[config.mk]
export PLATFORM = sky130hd
export DESIGN_NAME = target_offset_line_parser_flat
export DESIGN_NICKNAME = d
export VERILOG_FILES = /design/src/sv/tolp_pkg.sv /design/src/sv/tolp_in_if.sv /design/src/sv/tolp_out_if.sv /design/src/sv/tolp_num_scan.sv /design/src/sv/target_offset_line_parser.sv /design/src/flat_wrapper.sv
export SDC_FILE = /design/constraint.sdc
export NUM_CORES = 1
export LEC_CHECK = 0
export BUFFER_PORTS_ARGS = -buffer_cell sky130_fd_sc_hd__buf_2
export CORE_AREA = 8 8 147 163
export DETAILED_ROUTE_END_ITERATION = 8
export DIE_AREA = 0 0 155 171
export GPL_TIMING_DRIVEN = 1
export HOLD_SLACK_MARGIN = 0.06
export PLACE_DENSITY_LB_ADDON = 0.25
export SYNTH_ARGS = -nofsm -noshare
export SYNTH_HDL_FRONTEND = slang
export SYNTH_SLANG_ARGS = --single-unit
[constraint.sdc]
create_clock -name clk -period 7.6 [get_ports clk]
set_input_delay 1.52 -clock clk [delete_from_list [all_inputs] [get_ports clk]]
set_output_delay 1.52 -clock clk [all_outputs]
set_load 0.01 [all_outputs]
[src/sv/tolp_pkg.sv]
`timescale 1ns / 1ps
`default_nettype none

package tolp_pkg;

    localparam int FRAC_BITS       = 4;
    localparam int MAX_FRAC_DIGITS = 4;
    localparam int OFFSET_W        = 16;
    localparam int INT_W           = OFFSET_W - FRAC_BITS;
    localparam int INT_CAP         = 1 << (OFFSET_W - 1 - FRAC_BITS);
    localparam int FRAC_SCALE      = 10 ** MAX_FRAC_DIGITS;
    localparam int FRAC_W          = (MAX_FRAC_DIGITS == 0) ? 1 : $clog2(FRAC_SCALE);
    localparam int FDIG_W          = (MAX_FRAC_DIGITS == 0) ? 1 : $clog2(MAX_FRAC_DIGITS + 1);

    localparam int STATE_W = 3;
    localparam logic [STATE_W-1:0] STATE_MAX = 3'd3;
    localparam logic [STATE_W-1:0] STATE_BAD = 3'd4;

    localparam int FIELD_W = 2;
    localparam logic [FIELD_W-1:0] FIELD_X     = 2'd0;
    localparam logic [FIELD_W-1:0] FIELD_Y     = 2'd1;
    localparam logic [FIELD_W-1:0] FIELD_STATE = 2'd2;
    localparam logic [FIELD_W-1:0] FIELD_SKIP  = 2'd3;
    localparam logic [FIELD_W-1:0] COUNT_ONE   = 2'd1;
    localparam logic [FIELD_W-1:0] COUNT_MAX   = 2'd3;

    localparam logic [7:0] CH_TAB   = 8'h09;
    localparam logic [7:0] CH_CR    = 8'h0D;
    localparam logic [7:0] CH_SPACE = 8'h20;
    localparam logic [7:0] CH_PLUS  = 8'h2B;
    localparam logic [7:0] CH_COMMA = 8'h2C;
    localparam logic [7:0] CH_MINUS = 8'h2D;
    localparam logic [7:0] CH_DOT   = 8'h2E;
    localparam logic [7:0] CH_ZERO  = 8'h30;
    localparam logic [7:0] CH_NINE  = 8'h39;

    typedef enum logic [2:0] {
        PH_LEAD   = 3'd0,
        PH_SIGN   = 3'd1,
        PH_INT    = 3'd2,
        PH_DOT0   = 3'd3,
        PH_FRACI  = 3'd4,
        PH_FRACN  = 3'd5,
        PH_TAILOK = 3'd6,
        PH_TAILX  = 3'd7
    } phase_t;

    typedef struct packed {
        logic scan;
        logic clear;
    } num_ctrl_t;

    typedef struct packed {
        logic                float_ok;
        logic                int_ok;
        logic [OFFSET_W-1:0] fixed;
        logic [STATE_W-1:0]  state;
    } num_status_t;

endpackage

`default_nettype wire

[src/sv/tolp_in_if.sv]
`timescale 1ns / 1ps
`default_nettype none

interface tolp_in_if;
    logic       valid;
    logic       ready;
    logic [7:0] ch;
    logic       line_end;

    modport source (output valid, output ch, output line_end, input ready);
    modport sink (input valid, input ch, input line_end, output ready);
endinterface

`default_nettype wire

[src/sv/tolp_out_if.sv]
`timescale 1ns / 1ps
`default_nettype none

interface tolp_out_if;
    logic               valid;
    logic               ready;
    logic signed [15:0] aim_x;
    logic signed [15:0] aim_y;
    logic [1:0]         track_code;

    modport source (output valid, output aim_x, output aim_y, output track_code,
                    input ready);
    modport sink (input valid, input aim_x, input aim_y, input track_code,
                  output ready);
endinterface

`default_nettype wire

[src/sv/tolp_num_scan.sv]
`timescale 1ns / 1ps
`default_nettype none

module tolp_num_scan
    import tolp_pkg::*;
(
    input  wire logic        clk,
    input  wire logic        rst_n,
    input  wire num_ctrl_t   ctrl,
    input  wire logic [7:0]  ch,
    output num_status_t      status
);

    localparam int PROD_W = FRAC_W + FRAC_BITS;
    localparam int SUM_W  = INT_W + 4;
    localparam logic [OFFSET_W-1:0] MAG_POS_LIMIT = {1'b0, {(OFFSET_W-1){1'b1}}};
    localparam logic [OFFSET_W-1:0] MAG_NEG_LIMIT = {1'b1, {(OFFSET_W-1){1'b0}}};

    phase_t              phase_reg, phase_next;
    logic                neg_reg, neg_next;
    logic [INT_W-1:0]    int_reg, int_next;
    logic [FRAC_W-1:0]   frac_reg, frac_next;
    logic [FDIG_W-1:0]   fdig_reg, fdig_next;

    logic                is_digit;
    logic                is_space;
    logic [3:0]          digit;
    logic [SUM_W-1:0]    int_wide;
    logic [INT_W-1:0]    int_add;
    logic [FRAC_W-1:0]   weight;
    logic [FRAC_W-1:0]   frac_add;
    logic                frac_room;
    logic [PROD_W-1:0]   frac_shift;
    logic [FRAC_BITS-1:0] frac_q;
    logic [OFFSET_W-1:0] mag;

    always_comb
    begin
        is_digit = (ch >= CH_ZERO) && (ch <= CH_NINE);
        is_space = (ch == CH_SPACE) || ((ch >= CH_TAB) && (ch <= CH_CR));
        digit    = ch[3:0];

        int_wide = SUM_W'(int_reg) * SUM_W'(10) + SUM_W'(digit);
        int_add  = (int_wide > SUM_W'(INT_CAP)) ? INT_W'(INT_CAP) : int_wide[INT_W-1:0];

        // Each fraction digit is weighted by its place, so the register always
        // holds the fraction scaled to the full digit count.
        weight = '0;
        for (int i = 0; i < MAX_FRAC_DIGITS; i++)
        begin
            if (fdig_reg == FDIG_W'(i))
            begin
                weight = FRAC_W'(10 ** (MAX_FRAC_DIGITS - 1 - i));
            end
        end
        frac_room = fdig_reg < FDIG_W'(MAX_FRAC_DIGITS);
        frac_add  = frac_reg + FRAC_W'(weight * FRAC_W'(digit));
    end

    always_comb
    begin
        phase_next = phase_reg;
        neg_next   = neg_reg;
        int_next   = int_reg;
        frac_next  = frac_reg;
        fdig_next  = fdig_reg;
        if (ctrl.clear)
        begin
            phase_next = PH_LEAD;
            neg_next   = 1'b0;
            int_next   = '0;
            frac_next  = '0;
            fdig_next  = '0;
        end
        else if (ctrl.scan)
        begin
            unique case (phase_reg)
                PH_LEAD:
                begin
                    if (is_space)
                    begin
                        phase_next = PH_LEAD;
                    end
                    else if ((ch == CH_PLUS) || (ch == CH_MINUS))
                    begin
                        neg_next   = (ch == CH_MINUS);
                        phase_next = PH_SIGN;
                    end
                    else if (is_digit)
                    begin
                        int_next   = int_add;
                        phase_next = PH_INT;
                    end
                    else if (ch == CH_DOT)
                    begin
                        phase_next = PH_DOT0;
                    end
                    else
                    begin
                        phase_next = PH_TAILX;
                    end
                end
                PH_SIGN:
                begin
                    if (is_digit)
                    begin
                        int_next   = int_add;
                        phase_next = PH_INT;
                    end
                    else if (ch == CH_DOT)
                    begin
                        phase_next = PH_DOT0;
                    end
                    else
                    begin
                        phase_next = PH_TAILX;
                    end
                end
                PH_INT:
                begin
                    if (is_digit)
                    begin
                        int_next = int_add;
                    end
                    else if (ch == CH_DOT)
                    begin
                        phase_next = PH_FRACI;
                    end
                    else
                    begin
                        phase_next = PH_TAILOK;
                    end
                end
                PH_DOT0, PH_FRACI, PH_FRACN:
                begin
                    if (is_digit)
                    begin
                        if (frac_room)
                        begin
                            frac_next = frac_add;
                            fdig_next = fdig_reg + FDIG_W'(1);
                        end
                        if (phase_reg == PH_DOT0)
                        begin
                            phase_next = PH_FRACN;
                        end
                    end
                    else if (phase_reg == PH_FRACI)
                    begin
                        phase_next = PH_TAILOK;
                    end
                    else
                    begin
                        phase_next = PH_TAILX;
                    end
                end
                PH_TAILOK, PH_TAILX:
                begin
                    phase_next = phase_reg;
                end
                default:
                begin
                    phase_next = phase_reg;
                end
            endcase
        end
    end

    always_comb
    begin
        status.float_ok = (phase_reg == PH_INT) || (phase_reg == PH_FRACI) ||
                          (phase_reg == PH_FRACN);
        status.int_ok   = (phase_reg == PH_INT) || (phase_reg == PH_FRACI) ||
                          (phase_reg == PH_TAILOK);

        // The fraction part of the offset is the largest step count whose
        // threshold the scaled fraction reaches, truncating toward zero.
        frac_shift = PROD_W'(frac_reg) << FRAC_BITS;
        frac_q     = '0;
        for (int j = 1; j < (1 << FRAC_BITS); j++)
        begin
            if (frac_shift >= PROD_W'(j * FRAC_SCALE))
            begin
                frac_q = FRAC_BITS'(j);
            end
        end
        mag = {int_reg, {FRAC_BITS{1'b0}}} + OFFSET_W'(frac_q);

        if (neg_reg)
        begin
            status.fixed = ~((mag > MAG_NEG_LIMIT) ? MAG_NEG_LIMIT : mag) + OFFSET_W'(1);
        end
        else
        begin
            status.fixed = (mag > MAG_POS_LIMIT) ? MAG_POS_LIMIT : mag;
        end

        if ((neg_reg && (int_reg != '0)) || (int_reg > INT_W'(STATE_MAX)))
        begin
            status.state = STATE_BAD;
        end
        else
        begin
            status.state = STATE_W'(int_reg);
        end
    end

    always_ff @(posedge clk or negedge rst_n)
    begin
        if (!rst_n)
        begin
            phase_reg <= PH_LEAD;
            neg_reg   <= 1'b0;
            int_reg   <= '0;
            frac_reg  <= '0;
            fdig_reg  <= '0;
        end
        else
        begin
            phase_reg <= phase_next;
            neg_reg   <= neg_next;
            int_reg   <= int_next;
            frac_reg  <= frac_next;
            fdig_reg  <= fdig_next;
        end
    end

endmodule

`default_nettype wire

[src/sv/target_offset_line_parser.sv]
`timescale 1ns / 1ps
`default_nettype none
// Result path: an accepted line_end request is held in the input register, then
// its result is loaded into the result register once that register is free.
// Throughput: one request per cycle; only a line_end request waits, and only
// while the previous result is still held in the result register.
// Reset: rst_n clears the line and number state and the held offsets at once.

module target_offset_line_parser
    import tolp_pkg::*;
(
    input  wire logic    clk,
    input  wire logic    rst_n,
    tolp_in_if.sink      chars,
    tolp_out_if.source   result
);

    logic                in_vld_reg;
    logic [7:0]          ch_reg;
    logic                end_reg;

    logic [FIELD_W-1:0]  field_reg, field_next;
    logic [FIELD_W-1:0]  count_reg, count_next;
    logic                bad_reg, bad_next;
    logic                nonempty_reg, nonempty_next;
    logic                prev_comma_reg, prev_comma_next;
    logic [OFFSET_W-1:0] held_x_reg, held_x_next;
    logic [OFFSET_W-1:0] held_y_reg, held_y_next;
    logic [STATE_W-1:0]  held_state_reg, held_state_next;

    logic                out_vld_reg;
    logic [OFFSET_W-1:0] out_x_reg;
    logic [OFFSET_W-1:0] out_y_reg;
    logic [1:0]          out_state_reg;

    logic                advance;
    logic                is_comma;
    logic                need_state;
    logic                end_bad;
    logic                emit;
    logic [STATE_W-1:0]  end_state;
    num_ctrl_t           scan_ctrl;
    num_status_t         scan_status;

    tolp_num_scan u_num_scan (
        .clk    (clk),
        .rst_n  (rst_n),
        .ctrl   (scan_ctrl),
        .ch     (ch_reg),
        .status (scan_status)
    );

    assign advance      = in_vld_reg && !(end_reg && out_vld_reg && !result.ready);
    assign chars.ready  = !in_vld_reg || advance;
    assign is_comma     = (ch_reg == CH_COMMA);

    assign scan_ctrl = '{
        scan:  advance && !end_reg && !is_comma && (field_reg != FIELD_SKIP),
        clear: advance && (end_reg || is_comma)
    };

    always_comb
    begin
        need_state = (count_reg == COUNT_ONE) || (field_reg == FIELD_STATE);
        end_state  = (need_state && scan_status.int_ok) ? scan_status.state : held_state_reg;
        end_bad    = bad_reg || prev_comma_reg || (count_reg == '0) ||
                     (need_state && !scan_status.int_ok) || (end_state > STATE_MAX);
        emit       = advance && end_reg && nonempty_reg && !end_bad;
    end

    always_comb
    begin
        field_next      = field_reg;
        count_next      = count_reg;
        bad_next        = bad_reg;
        nonempty_next   = nonempty_reg;
        prev_comma_next = prev_comma_reg;
        held_x_next     = held_x_reg;
        held_y_next     = held_y_reg;
        held_state_next = held_state_reg;
        if (advance && !end_reg)
        begin
            if (is_comma)
            begin
                if (!nonempty_reg || prev_comma_reg)
                begin
                    bad_next = 1'b1;
                end
                unique case (field_reg)
                    FIELD_X:
                    begin
                        if (scan_status.float_ok)
                        begin
                            held_x_next = scan_status.fixed;
                        end
                        else
                        begin
                            bad_next = 1'b1;
                        end
                    end
                    FIELD_Y:
                    begin
                        if (scan_status.float_ok)
                        begin
                            held_y_next = scan_status.fixed;
                        end
                        else
                        begin
                            bad_next = 1'b1;
                        end
                    end
                    FIELD_STATE:
                    begin
                        if (scan_status.int_ok)
                        begin
                            held_state_next = scan_status.state;
                        end
                        else
                        begin
                            bad_next = 1'b1;
                        end
                    end
                    default:
                    begin
                        bad_next = bad_next;
                    end
                endcase
                if (field_reg != FIELD_SKIP)
                begin
                    field_next = field_reg + FIELD_W'(1);
                end
                if (count_reg != COUNT_MAX)
                begin
                    count_next = count_reg + FIELD_W'(1);
                end
                prev_comma_next = 1'b1;
            end
            else
            begin
                prev_comma_next = 1'b0;
            end
            nonempty_next = 1'b1;
        end
        else if (advance && end_reg)
        begin
            if (nonempty_reg)
            begin
                held_state_next = end_state;
                if (count_reg == COUNT_ONE)
                begin
                    held_y_next = '0;
                end
            end
            field_next      = FIELD_X;
            count_next      = '0;
            bad_next        = 1'b0;
            nonempty_next   = 1'b0;
            prev_comma_next = 1'b0;
        end
    end

    always_ff @(posedge clk or negedge rst_n)
    begin
        if (!rst_n)
        begin
            in_vld_reg     <= 1'b0;
            field_reg      <= FIELD_X;
            count_reg      <= '0;
            bad_reg        <= 1'b0;
            nonempty_reg   <= 1'b0;
            prev_comma_reg <= 1'b0;
            held_x_reg     <= '0;
            held_y_reg     <= '0;
            held_state_reg <= '0;
            out_vld_reg    <= 1'b0;
        end
        else
        begin
            if (chars.ready)
            begin
                in_vld_reg <= chars.valid;
            end
            field_reg      <= field_next;
            count_reg      <= count_next;
            bad_reg        <= bad_next;
            nonempty_reg   <= nonempty_next;
            prev_comma_reg <= prev_comma_next;
            held_x_reg     <= held_x_next;
            held_y_reg     <= held_y_next;
            held_state_reg <= held_state_next;
            if (emit)
            begin
                out_vld_reg <= 1'b1;
            end
            else if (result.ready)
            begin
                out_vld_reg <= 1'b0;
            end
        end
    end

    always_ff @(posedge clk)
    begin
        if (chars.valid && chars.ready)
        begin
            ch_reg  <= chars.ch;
            end_reg <= chars.line_end;
        end
        if (emit)
        begin
            out_x_reg     <= held_x_reg;
            out_y_reg     <= (count_reg == COUNT_ONE) ? '0 : held_y_reg;
            out_state_reg <= end_state[1:0];
        end
    end

    assign result.valid      = out_vld_reg;
    assign result.aim_x      = out_x_reg;
    assign result.aim_y      = out_y_reg;
    assign result.track_code = out_state_reg;

`ifndef ASSERT_OFF
    a_count_tracks_field: assert property (@(posedge clk) disable iff (!rst_n)
        count_reg == field_reg)
        else $error("comma count and field index disagree");

    a_line_cleared: assert property (@(posedge clk) disable iff (!rst_n)
        advance && end_reg |=> !nonempty_reg && (count_reg == '0) && !bad_reg)
        else $error("line state not cleared after line end");

    a_result_from_line_end: assert property (@(posedge clk) disable iff (!rst_n)
        out_vld_reg && !$past(out_vld_reg) |-> $past(advance && end_reg))
        else $error("result appeared without a line end request");

    a_hold_input: assert property (@(posedge clk) disable iff (!rst_n)
        in_vld_reg && !advance |-> !chars.ready)
        else $error("new request taken while input register is blocked");
`endif

endmodule

`default_nettype wire
[src/flat_wrapper.sv]
// flat-port wrapper written by rule: the top's interface ports become plain ports
module target_offset_line_parser_flat import tolp_pkg::*;
  (clk, rst_n, chars_valid, chars_ch, chars_line_end, chars_ready, result_valid, result_aim_x, result_aim_y, result_track_code, result_ready);
  tolp_in_if chars_i ();
  tolp_out_if result_i ();
  input  wire logic clk;
  input  wire logic rst_n;
  input wire logic [$bits(chars_i.valid)-1:0] chars_valid;
  input wire logic [$bits(chars_i.ch)-1:0] chars_ch;
  input wire logic [$bits(chars_i.line_end)-1:0] chars_line_end;
  output wire logic [$bits(chars_i.ready)-1:0] chars_ready;
  output wire logic [$bits(result_i.valid)-1:0] result_valid;
  output wire logic [$bits(result_i.aim_x)-1:0] result_aim_x;
  output wire logic [$bits(result_i.aim_y)-1:0] result_aim_y;
  output wire logic [$bits(result_i.track_code)-1:0] result_track_code;
  input wire logic [$bits(result_i.ready)-1:0] result_ready;
  assign chars_i.valid = chars_valid;
  assign chars_i.ch = chars_ch;
  assign chars_i.line_end = chars_line_end;
  assign chars_ready = chars_i.ready;
  assign result_valid = result_i.valid;
  assign result_aim_x = result_i.aim_x;
  assign result_aim_y = result_i.aim_y;
  assign result_track_code = result_i.track_code;
  assign result_i.ready = result_ready;
  target_offset_line_parser u_core (.clk(clk), .rst_n(rst_n), .chars(chars_i), .result(result_i));
endmodule
# --- After elaboration in Yosys (flattened, before gate mapping) ---
# Cells that the tools add are included.
classes:
  add_sub_neg: 7
  multipliers: 2
  div_mod_pow: 0
  n_lt_le_gt_ge: 25
  eq_ne: 33
  shift: 0
  n_mux: 90
  bitwise: 1
  n_reduce_logical: 67
ops:
  columns: ["operator", "count"]
  rows:
  - ["2-to-1 mux 16 bit", 10]
  - ["greater-or-equal comparator 18 x 17 -> 1 bit, second input constant", 7]
  - ["2-to-1 mux 14 bit", 6]
  - ["2-to-1 mux 12 bit", 6]
  - ["2-to-1 mux 3 bit", 22]
  - ["2-to-1 mux 4 bit", 14]
  - ["greater-or-equal comparator 18 x 16 -> 1 bit, second input constant", 3]
  - ["== test 8 x 6 -> 1 bit, second input constant", 5]
  - ["greater-or-equal comparator 18 x 15 -> 1 bit, second input constant", 2]
  - ["greater-or-equal comparator 18 bit, second input constant", 2]
  - ["adder 16 x 4 -> 16 bit", 2]
  - ["2-to-1 mux 10 bit", 3]
  - ["case mux 12 bit (2 select lines)", 1]
  - ["AND reduction 4 bit", 5]
  - ["greater-or-equal comparator 18 x 14 -> 1 bit, second input constant", 1]
  - ["2-to-1 mux 1 bit", 18]
  - ["nonzero test 2 bit", 9]
  - ["adder 16 x 1 -> 16 bit, second input constant", 1]
  - ["> comparator 16 x 12 -> 1 bit, second input constant", 1]
  - ["> comparator 16 x 15 -> 1 bit, second input constant", 1]
  - ["> comparator 16 bit, second input constant", 1]
  - ["logical AND 1 bit", 16]
  - ["2-to-1 mux 2 bit", 8]
  - ["inverter 16 bit", 1]
  - ["other kinds (34)", 80]
totals:
  register_bits: 120
  latchBits: 0
  ram_bits: 0
  romBits: 0
  in_bits: 13
  n_memories: 0

# --- Longest topological paths before layout ---
logic_depth:
  word_depth: 26
  depth_mapped: 20
  mapped_depth_nobuf: 20

# --- Cells and area by module ---
# A second synthesis with hierarchy kept.
unflattened:
  hier_cells: 941
  area_unflattened_um2: 8953.6
by_module_without_submodules:
  columns: ["mod", "instances", "cells_per_inst", "area_each_um2", "seq_area_each_um2"]
  rows:
  - ["tolp_num_scan", 1, 693, 5285.1, 825.8]
  - ["target_offset_line_parser", 1, 248, 3668.5, 2392.3]

# --- Least setup slack after synthesis ---
# Ideal clock, no wire load.
synth_timing:
  kind: "input to register"
  from: "in result_ready"
  to: "reg u_core.out_x_reg[0], in the netlist u_core.result.aim_x[0], enable pin"
  t_arrival_ns: 5.206
  path_slack_ns: 1.882
  path_stages: 4
  n_path_buf: 0
  cell_sequence: "nor2b_1 nand2_1 nand2_1 nor4_1"
synth_via:
  elab_chain_len: 7
synth_lines:
  columns: ["item", "line", "text"]
  rows:
  - ["from (decl)", "flat_wrapper.sv:16", "input wire logic [$bits(result_i.ready)-1:0] result_ready;"]
  - ["logical NOT 1 bit", "target_offset_line_parser.sv:53", "assign advance = in_vld_reg && !(end_reg && out_vld_reg && !result.ready);"]
  - ["logical AND 1 bit", "target_offset_line_parser.sv:53", null]
  - ["logical NOT 1 bit", "target_offset_line_parser.sv:53", null]
  - ["logical AND 1 bit", "target_offset_line_parser.sv:53", null]
  - ["logical AND 1 bit (3 in a row)", "target_offset_line_parser.sv:68", "emit = advance && end_reg && nonempty_reg && !end_bad;"]
  - ["via u_core.emit", "target_offset_line_parser.sv:40", "logic emit;"]
  - ["to (signal assigned)", "target_offset_line_parser.sv:211", "out_x_reg <= held_x_reg;"]
  - ["to (decl)", "target_offset_line_parser.sv:32", "logic [OFFSET_W-1:0] out_x_reg;"]
# The timed path passes the listed nets, and every way through them passes these cells.
# A chain may end at the register's enable or synchronous reset.

# --- Worst setup path after layout ---
layout_timing:
  from: "reg u_core.u_num_scan.fdig_reg[0]"
  to: "reg u_core.u_num_scan.frac_reg[13]"
layout_via:
  elab_chain_len: 12
  word_cells_on_any_way: 18
  cone_classes: "1 x add/sub; 1 x mul; 1 x order compare; 3 x eq/ne; 9 x mux; 3 x reduce/logical"
layout_lines:
  columns: ["item", "line", "text"]
  rows:
  - ["from (decl)", "tolp_num_scan.sv:23", "logic [FDIG_W-1:0] fdig_reg, fdig_next;"]
  - ["from (signal assigned)", "tolp_num_scan.sv:224", "fdig_reg <= fdig_next;"]
  - ["logical NOT 3 bit", "tolp_num_scan.sv:51", "if (fdig_reg == FDIG_W'(i))"]
  - ["2-to-1 mux 10 bit (3 in a row)", "tolp_num_scan.sv:51", null]
  - ["2-to-1 mux 14 bit", "tolp_num_scan.sv:51", null]
  - ["multiplier 14 x 4 -> 14 bit", "tolp_num_scan.sv:57", "frac_add = frac_reg + FRAC_W'(weight * FRAC_W'(digit));"]
  - ["adder 14 bit", "tolp_num_scan.sv:57", null]
  - ["2-to-1 mux 14 bit", "tolp_num_scan.sv:138", "if (frac_room)"]
  - ["2-to-1 mux 14 bit", "tolp_num_scan.sv:136", "if (is_digit)"]
  - ["2-to-1 mux 14 bit", "tolp_num_scan.sv:77", "unique case (phase_reg)"]
  - ["2-to-1 mux 14 bit", "tolp_num_scan.sv:75", "else if (ctrl.scan)"]
  - ["2-to-1 mux 14 bit", "tolp_num_scan.sv:67", "if (ctrl.clear)"]
  - ["to (signal assigned)", "tolp_num_scan.sv:223", "frac_reg <= frac_next;"]
  - ["to (decl)", "tolp_num_scan.sv:22", "logic [FRAC_W-1:0] frac_reg, frac_next;"]
# Parallel ways exist; a longest one is shown, timed or not. The select of a mux whose other input is x is not followed.

==> impl_metrics.tcl <==
set metrics [dict create \
    avgSynthCellArea_um2 9.30 \
    grt-ovfl-total 0 \
    rr_startpoint "u_core.u_num_scan.fdig_reg[0]$_DFFE_PN0P_" \
    critPathMaxFanout 8 \
    cts_tree "built" \
    h-tree-depth 4 \
    worstSetupStartpointType "flop" \
    synth_edf_count 43 \
    crit_type "flop to flop" \
    grt_pass1_vias 6763 \
    rows 56 \
    ctsRootBufferMaster "clkbuf_16" \
    synth_top_family_by_area "simple AND/OR/NAND/NOR gates" \
    vias 6999 \
    synth_cell_types 79 \
    period_share_pct 66.7 \
    syn_inst 940 \
    p_per_area_mw_per_mm2 210 \
    clk_path_buf_depth 2 \
    hold_slack_ns 0.447 \
    synth_mux_area_share_pct 1.42 \
    layout_common_cells "dfrtp_1, inv_1, nand2_1" \
    die_w_um 155 \
    avgRoutedWirePerCell_um 16.1 \
    ant_nets 0 \
    synth-seq-cells 120 \
    critPathLaunch "u_core.u_num_scan.fdig_reg[0]$_DFFE_PN0P_" \
    nNetsFinal 1060 \
    layout_setup_ws_ns 2.53 \
    die_y_um 171 \
    synth_flop_cell "dfrtp_1" \
    clock-sinks 120 \
    end_kind "flop" \
    initial_core_util_pct 41.4 \
    grt_usage_pct 16.0 \
    drtIter0Drc 558 \
    cts_hold_buf 0 \
    tightest_slew_ns 1.03 \
    outcome "complete, no violations" \
    mappedNetlistArea_mm2 0.00874 \
    setup_tns_ns 0 \
    clock_latency_ns 0.41 \
    yosys.area_share.simple_pct 19.8 \
    synth_compound_area_share_pct 18.9 \
    power_uw 2040 \
    cts_resized 0 \
    clk_pin_slew_ns 0.06 \
    viasPerCell 5.54 \
    hp-class "flop to flop" \
    drive_above_1_share_pct 11.8 \
    p_leak_uw 0.00438 \
    report.final.slew_viol_count 0 \
    ys_async_sr_fraction_pct 64.2 \
    diodes 0 \
    cp_data_arrival_time_ns 5.42 \
    cap_violations 0 \
    cts_made_buffers 17 \
    seq_area_frac_synth_pct 36.8 \
    vdd_drop_max_uv 167 \
    drc 0 \
    crit_required_ns 7.96 \
    yosys_warnings 0 \
    max_clock_freq_mhz 197 \
    grt_pass1_wl_um 34500 \
    grt_setup_unrepaired "no" \
    die_area_mm2 0.0265 \
    post-route-min-period_ns 5.07 \
    core-area_mm2 0.0211 \
    postCtsSetupBuffers 0 \
    area_growth_pct 11.6 \
    syn-num-nets 1040 \
    drt-pass1-iter-count 5 \
    maxSlewHeadroom_pct 31.3 \
    layout_commonest_cell "dfrtp_1" \
    antenna_found_initial 0 \
    port_buffers 48 \
    dp_hpwl_um 14900 \
    setup_viol 0 \
    final_hold_viol_count 0 \
    dp_slack_ns 2.55 \
    grt_max_degree 78 \
    place_congestion 0.828 \
    synth_xor_area_share_pct 2.61 \
    ios 49 \
    synth_adder_area_share_pct 14.7 \
    drt_wl_total_um 20300 \
    hp-start "u_core.held_x_reg[2]$_DFFE_PN0P_" \
    fin_worst_skew_ns 0.0110 \
]
-- stage by stage --
| stage | cells | cell area, um^2 | util [%] |
|---|---|---|---|
| after floorplan | 940 | 8740 | - |
| after global placement | 1231 | 9150 | 43.4 |
| after detailed placement | 1231 | 9150 | 43.4 |
| after CTS | 1263 | 9760 | 46.3 |
| after global routing | 1263 | 9760 | 46.3 |
| final | 1263 | 9760 | 46.3 |
-- power breakdown --
part,switching (uW),internal [uW],leakage [uW]
clock network,309,518,0.000295
logic,274,189,0.00261
registers,48.4,706,0.00148
-- logic make-up after synthesis --
kind of cell,count (synthesis)
buffers and inverters,124
AND/OR/NAND/NOR,328
flip-flops,120
AO/OA/AOI/OAI,244
multiplexers,11
XOR/XNOR,26
adder cells (fa/ha/maj),87
-- path summary, 6_finish.rpt --
path | to | slack (ns) | cells past startpoint
min in group asynchronous | u_core.result.valid$_DFFE_PN0P_ | 1.25 | 1
max reg2reg | u_core.u_num_scan.frac_reg[13]$_DFFE_PN0P_ | 2.53 | 17
max in group asynchronous | u_core.held_y_reg[13]$_DFFE_PN0P_ | 5.63 | 1
min reg2reg | u_core.result.aim_x[2]$_DFFE_PP_ | 0.45 | 0
min | u_core.result.aim_x[2]$_DFFE_PP_ | 0.45 | 0
max | u_core.u_num_scan.frac_reg[13]$_DFFE_PN0P_ | 2.53 | 17
-- worst max-delay path, cell delays in order, from the launching register on --
cell	delay (ns)
dfrtp_1	0.42
ha_1	0.23
ha_1	0.26
nor3_1	0.49
nand3_1	0.17
fa_1	0.49
fa_1	0.51
fa_1	0.51
inv_1	0.05
ha_1	0.32
nor2b_1	0.14
o21a_1	0.17
o21ai_0	0.33
a211o_1	0.21
nand3_1	0.08
and3_1	0.19
o41a_1	0.37
nand2_1	0.07
-- layer usage --
metal	part of all wire, %	global-route usage [%]
met2	46	26.2
met1	47	20.7
met3	4.8	3.15
met5	0	0
met4	2.0	5.54
-- Yosys cell counts, types with 4 or more instances --
library cell  instances  share of area, %
dfrtp_1              77                22
inv_1                73               3.1
nand2_1              68               2.9
ha_1                 61               8.7
o21ai_0              56               3.2
nor2_1               53               2.3
edfxtp_1             43                15
a21oi_1              40               2.3
clkbuf_1             40               1.7
nand3_1              35               2.0
nor3_1               32               1.8
fa_1                 26               6.0
nor2b_1              25               1.8
and2_1               23               1.6
a31oi_1              16               1.1
xor2_1               15               1.5
nand4_1              13              0.93
o21ai_1              13              0.74
nand2b_1             12              0.86
o21a_1               12               1.0
mux2_2               11               1.4
nor4_1               11              0.79
o31ai_1              11              0.94
xnor2_1              11               1.1
and3_1               10              0.72
or2_2                10              0.72
a21o_1                8              0.69
a211o_1               7              0.70
a22o_1                7              0.70
o2111ai_1             7              0.70
o211ai_1              7              0.60
o22ai_1               6              0.43
or4_1                 6              0.52
a211oi_1              5              0.43
and4_1                5              0.50
buf_2                 5              0.29
nand3b_1              5              0.43
o31a_1                5              0.50
or3_1                 5              0.36
nor3b_1               4              0.34
-- layout make-up --
class	count	area, um^2
Multi-Input combinational cell	696	5030
Clock buffer	18	429
Sequential cell	120	3220
Fill cell	2029	11300
Clock inverter	14	174
Inverter	74	278
Timing Repair Buffer	51	265
Tap cell	290	363
No activity file was read; power rests on OpenSTA's default activity.
